[src/arp_cache_engine_macros.svh]
// ----------------------------------------------------------------------------
// arp_cache_engine_macros
// concurrent assertion helpers for the arp cache engine
// ----------------------------------------------------------------------------
`ifndef ARP_CACHE_ENGINE_MACROS_SVH
`define ARP_CACHE_ENGINE_MACROS_SVH
`ifndef SYNTHESIS
`define ACE_ASSERT_IMPL(label, clk, rst_n, ante, cons) \
    label: assert property (@(posedge clk) disable iff (!rst_n) (ante) |-> (cons)) \
        else $error("assertion failed");
`define ACE_ASSERT_NEXT(label, clk, rst_n, ante, cons) \
    label: assert property (@(posedge clk) disable iff (!rst_n) (ante) |=> (cons)) \
        else $error("assertion failed");
`else
`define ACE_ASSERT_IMPL(label, clk, rst_n, ante, cons)
`define ACE_ASSERT_NEXT(label, clk, rst_n, ante, cons)
`endif
`endif

[src/ace_pkg.sv]
// ----------------------------------------------------------------------------
// ace_pkg
// types, codes and helpers shared by the arp cache engine
// ----------------------------------------------------------------------------
package ace_pkg;
    localparam int NumBucketsDef = 11;
    localparam int BucketWaysDef = 5;
    localparam int HandleBitsDef = 8;

    localparam logic [1:0] ACT_RESOLVE = 2'd0;
    localparam logic [1:0] ACT_LEARN   = 2'd1;
    localparam logic [1:0] ACT_DELETE  = 2'd2;
    localparam logic [1:0] ACT_TICK    = 2'd3;

    localparam logic [2:0] K_RESOLVED = 3'd0;
    localparam logic [2:0] K_PENDING  = 3'd1;
    localparam logic [2:0] K_REQUEST  = 3'd2;
    localparam logic [2:0] K_DISCARD  = 3'd3;
    localparam logic [2:0] K_SENDHELD = 3'd4;
    localparam logic [2:0] K_REPLY    = 3'd5;
    localparam logic [2:0] K_DROP     = 3'd6;
    localparam logic [2:0] K_DONE     = 3'd7;

    localparam logic [2:0] REG_OWN_IP  = 3'd0;
    localparam logic [2:0] REG_OWN_HW  = 3'd1;
    localparam logic [2:0] REG_PROTO   = 3'd2;
    localparam logic [2:0] REG_HLEN    = 3'd3;
    localparam logic [2:0] REG_KILLC   = 3'd4;
    localparam logic [2:0] REG_KILLI   = 3'd5;
    localparam logic [2:0] REG_PERIOD  = 3'd6;

    typedef struct packed {
        logic [1:0]  action;
        logic [31:0] ip_addr;
        logic [47:0] sender_hw;
        logic [31:0] target_ip;
        logic        is_request;
        logic        target_is_ours;
        logic [15:0] proto_type;
        logic [7:0]  packet_handle;
    } t_in_word;

    typedef struct packed {
        logic [2:0]  kind;
        logic [31:0] out_ip;
        logic [47:0] out_hw;
        logic [31:0] claimed_ip;
        logic [7:0]  out_handle;
        logic        last;
    } t_out_word;

    // one table entry
    typedef struct packed {
        logic        in_use;
        logic        complete;
        logic        holding;
        logic [7:0]  age;
        logic [31:0] ip;
        logic [47:0] hw;
        logic [7:0]  tag;
    } t_entry;

    // command from the sequencer to every cell
    typedef struct packed {
        logic        shift;      // rotate ring by one
        logic        wr_head;    // write head cell with wr_data
    } t_ring_ctl;

    function automatic logic [47:0] hw_mask(input logic [2:0] len);
        logic [47:0] m;
        m = '0;
        case (len)
            3'd0, 3'd1: m = 48'h0000_0000_00FF;
            3'd2:       m = 48'h0000_0000_FFFF;
            3'd3:       m = 48'h0000_00FF_FFFF;
            3'd4:       m = 48'h0000_FFFF_FFFF;
            3'd5:       m = 48'h00FF_FFFF_FFFF;
            default:    m = 48'hFFFF_FFFF_FFFF;
        endcase
        return m;
    endfunction

    function automatic t_out_word mk_out(input logic [2:0] k, input logic [31:0] ip,
                                         input logic [47:0] hw, input logic [31:0] cl,
                                         input logic [7:0] h, input logic l);
        t_out_word o;
        o.kind = k;
        o.out_ip = ip;
        o.out_hw = hw;
        o.claimed_ip = cl;
        o.out_handle = h;
        o.last = l;
        return o;
    endfunction
endpackage

[src/ace_cell.sv]
// ----------------------------------------------------------------------------
// ace_cell
// one entry of the table ring: holds an entry, hands it to the next cell
// ----------------------------------------------------------------------------
module ace_cell (
    input  logic            i_clk,
    input  logic            i_rst_n,
    input  ace_pkg::t_ring_ctl i_ctl,
    input  logic            i_is_head,
    input  ace_pkg::t_entry i_prev,
    input  ace_pkg::t_entry i_wr_data,
    output ace_pkg::t_entry o_entry
);
    import ace_pkg::*;

    t_entry r_e;
    t_entry n_e;

    always_comb begin
        n_e = r_e;
        if (i_ctl.shift) begin
            n_e = i_prev;
            if (i_is_head && i_ctl.wr_head) begin
                n_e = i_wr_data;
            end
        end
    end

    always_ff @(posedge i_clk) begin
        if (!i_rst_n) begin
            r_e.in_use   <= 1'b0;
            r_e.complete <= 1'b0;
            r_e.holding  <= 1'b0;
            r_e.age      <= '0;
            r_e.ip       <= '0;
        end else begin
            r_e.in_use   <= n_e.in_use;
            r_e.complete <= n_e.complete;
            r_e.holding  <= n_e.holding;
            r_e.age      <= n_e.age;
            r_e.ip       <= n_e.ip;
        end
        r_e.hw  <= n_e.hw;
        r_e.tag <= n_e.tag;
    end

    assign o_entry = r_e;
endmodule

[config.mk]
export PLATFORM = sky130hd
export DESIGN_NAME = ace_cell
export DESIGN_NICKNAME = d
export VERILOG_FILES = /design/src/arp_cache_engine_macros.svh /design/src/ace_pkg.sv /design/src/ace_cell.sv
export SDC_FILE = /design/constraint.sdc
export NUM_CORES = 1
export LEC_CHECK = 0
export ABC_CLOCK_PERIOD_IN_PS = 1800
export BUFFER_PORTS_ARGS = -buffer_cell sky130_fd_sc_hd__buf_4
export CORE_AREA = 2 2 117 119
export DETAILED_ROUTE_END_ITERATION = 6
export DIE_AREA = 0 0 119 121
export PLACE_DENSITY = 0.69
export SLEW_MARGIN = 15
export SYNTH_ARGS = -nofsm -noshare
export SYNTH_HDL_FRONTEND = slang
export SYNTH_SLANG_ARGS = --single-unit
[constraint.sdc]
create_clock -name i_clk -period 1.8 [get_ports i_clk]
set_clock_uncertainty 0.1 [all_clocks]
set_input_delay 0.18 -clock i_clk [delete_from_list [all_inputs] [get_ports i_clk]]
set_output_delay 0.18 -clock i_clk [all_outputs]
set_load 0.005 [all_outputs]
==> metrics.md <==
| Metric | Value |
|---|---|
| Hold crit path type | in2reg |
| Area contributors post-synth | edfxtp_1 36%, dfxtp_1 18%, mux2_4 13% |
| Critical Path End Type | primary output |
| Setup violators final | 0 |
| Status | completed |
| Slowest Stage Delay on Critical Path | 410 ps |
| I/O pin count | 302 |
| Top FF cell, synth | edfxtp_1 |
| Detailed Routing Iterations Pass 1 | 4 |
| Vias per cell | 4.975 |
| Setup TNS | 0 ps |
| Yosys top cell area share | 0.3596 |
| DRC viols | 0 |
| CTS HTree Levels | 3 |
| Nets@finish | between 800 and 900 |
| Routed len/inst | ~18 um |
| Hold Fails Final Rpt | 0 |
| Hold Slack | 23.83 ps |
| Largest net degree at the start of global routing | 87 |
| Row Count | 42 |
| CTS tree | done |
| R2R setup slack | 1000 ps |
| Worst VDD drop | 396.1 uV |
| Antenna violations before repair | 0 |
| CTS clk-pin slew, worst paths | about 70 ps |
| Die Y-Extent | 121 um |
| Rel. slew slack | 0.7251 |
| Die ar. | around 0.014 mm2 |
| CP max FO | 1 |
| Root buffer cell | clkbuf_16 |
| Maxcap violations | 0 |
| Num CTS Buffers | 9 |
| Pleak | 3.356 nW |
| Total grt overflow | 0 |
| Worst path arrival time | 910 ps |
| Max FFs per register | between 90 and 100 |
| Die W | 119 um |
| Measured slew at the worst slew-check pin | 412.4 ps |
| RSZ-0062 raised after global routing | no |
| Fmax | around 0.84 GHz |
| Vias in the first global route | 4092 |
| Post-CTS setup buffer count | 0 |
| Number of nets with antenna violations after routing | 0 |
| Clock sink total | 99 |
| Max-slew violation count | 0 |
| Post-synthesis cell count | between 300 and 400 |
| Power per cell area | between 700 and 800 mW/mm2 |
| Post-synth top area cell | edfxtp_1 |
| Layout area overhead | 57.02% |
| CTS Hold Bufs | 0 |
| CP top delay family | flip-flops |
| Mapped Nets | 570 |
| Cell Chain, Critical Path | buf_4 |
| Post-Syn Area | between 0.004 and 0.005 mm2 |
| Sequential share of the synthesized area | 0.5438 |
| Core area | 0.01309 mm2 |
| Ys async rst share | 0 |
| Detail Placement HPWL | 11.22 mm |
| Ant diodes | 0 |
| Top-count cell post-synth | edfxtp_1 |
| Clock latency at the later pin of the worst-skew pair | 340 ps |
| Resized cells post-CTS | 0 |
| Crit start category | flop |
| CP max-delay cell | edfxtp_1 |
| Number of flops mapped to enable cells by yosys | 56 |
| Iteration-0 DRC Markers | 206 |
| Critical Path RT | 1520 ps |
| Total Wirelength | 15.03 mm |
| Longest Clk Path Bufs | 2 |
| Yosys cell types | 13 |
| Final RePlAce weighted congestion | 0.7694 |
| Avg Inst Size Synth | 12.74 um2 |
| Crit Path Class | reg2out |
| GRT Overall Usage | 0.2015 |
| Port bufs | 301 |
| Synth Register Bits | 99 |
| Layout cells sized above 1 | 0.6488 |
| Critical path buffers and inverters | 1 |
| First-pass GRT wire length | 22.50 mm |
| Period utilization | 0.6603 |
| Vias | 4119 |
| Initial Util | 0.3573 |
| Final min period | ~1200 ps |
| Yosys warns | 0 |
==> cell families (layout without fill, tap and decap cells) <==
kind of cell           Yosys count  after routing  synth area share
flip-flops                      99             99            0.5438
multiplexers                    56             56            0.1670
AO/OA/AOI/OAI                  129            129            0.1956
AND/OR/NAND/NOR                 44             44           0.04737
buffers and inverters           39            324           0.04629
==> report_power, final <==
group          switching [mW]  internal, mW
registers              0.0729          2.60
clock network           0.847         0.933
logic                   0.424         0.753
total                    1.34          4.29
==> cells in the final DEF (no fill, tap or decap) <==
master,netlist,final
a21bo_2,43,43
a31oi_1,43,43
buf_12,0,6
buf_4,6,302
clkbuf_16,0,9
clkinv_1,0,1
clkinv_2,0,3
clkinv_4,0,3
dfxtp_1,43,43
edfxtp_1,56,56
mux2_2,16,16
mux2_4,40,40
nand2_4,0,1
nand3_1,43,43
o21ai_0,43,43
==> final cells by class <==
cell class / instances / area [um2]
Multi-Input combinational cell: 229 / 1922
Fill cell: 1138 / 5743
Clock buffer: 9 / 225.2
Timing Repair Buffer: 308 / 2387
Sequential cell: 99 / 2542
Clock inverter: 7 / 45.04
Tap cell: 176 / 220.2
==> final timing paths <==
check	from	endpoint	cells after the start
worst max-delay path	o_entry[26]$_DFFE_PP_	o_entry[26]	1
worst min-delay path	i_wr_data[77]	o_entry[77]$_SDFFE_PN0P_	3
worst max register to register	o_entry[92]$_SDFFE_PN0P_	o_entry[92]$_SDFFE_PN0P_	2
worst min register to register	o_entry[71]$_SDFFE_PN0P_	o_entry[71]$_SDFFE_PN0P_	2
==> metrics by stage <==
step	worst slack, ps	instance area (um2)	util	power, mW	instances
floorplan	462.1	4676	-	3.157	367
global placement	390.4	7072	0.5404	3.868	812
detailed placement	371.8	7072	0.5404	3.907	812
CTS	594.3	7342	0.5611	5.688	828
global route	597.9	7342	0.5611	5.850	828
finish	611.4	7342	0.5611	5.628	828
==> per-layer routing <==
metal  part of all wire  track usage
met1               0.37       0.2219
met2               0.52       0.3585
met3              0.095      0.07425
met4              0.014      0.06771
met5                  0            0
(Power assumes the default switching activity.)
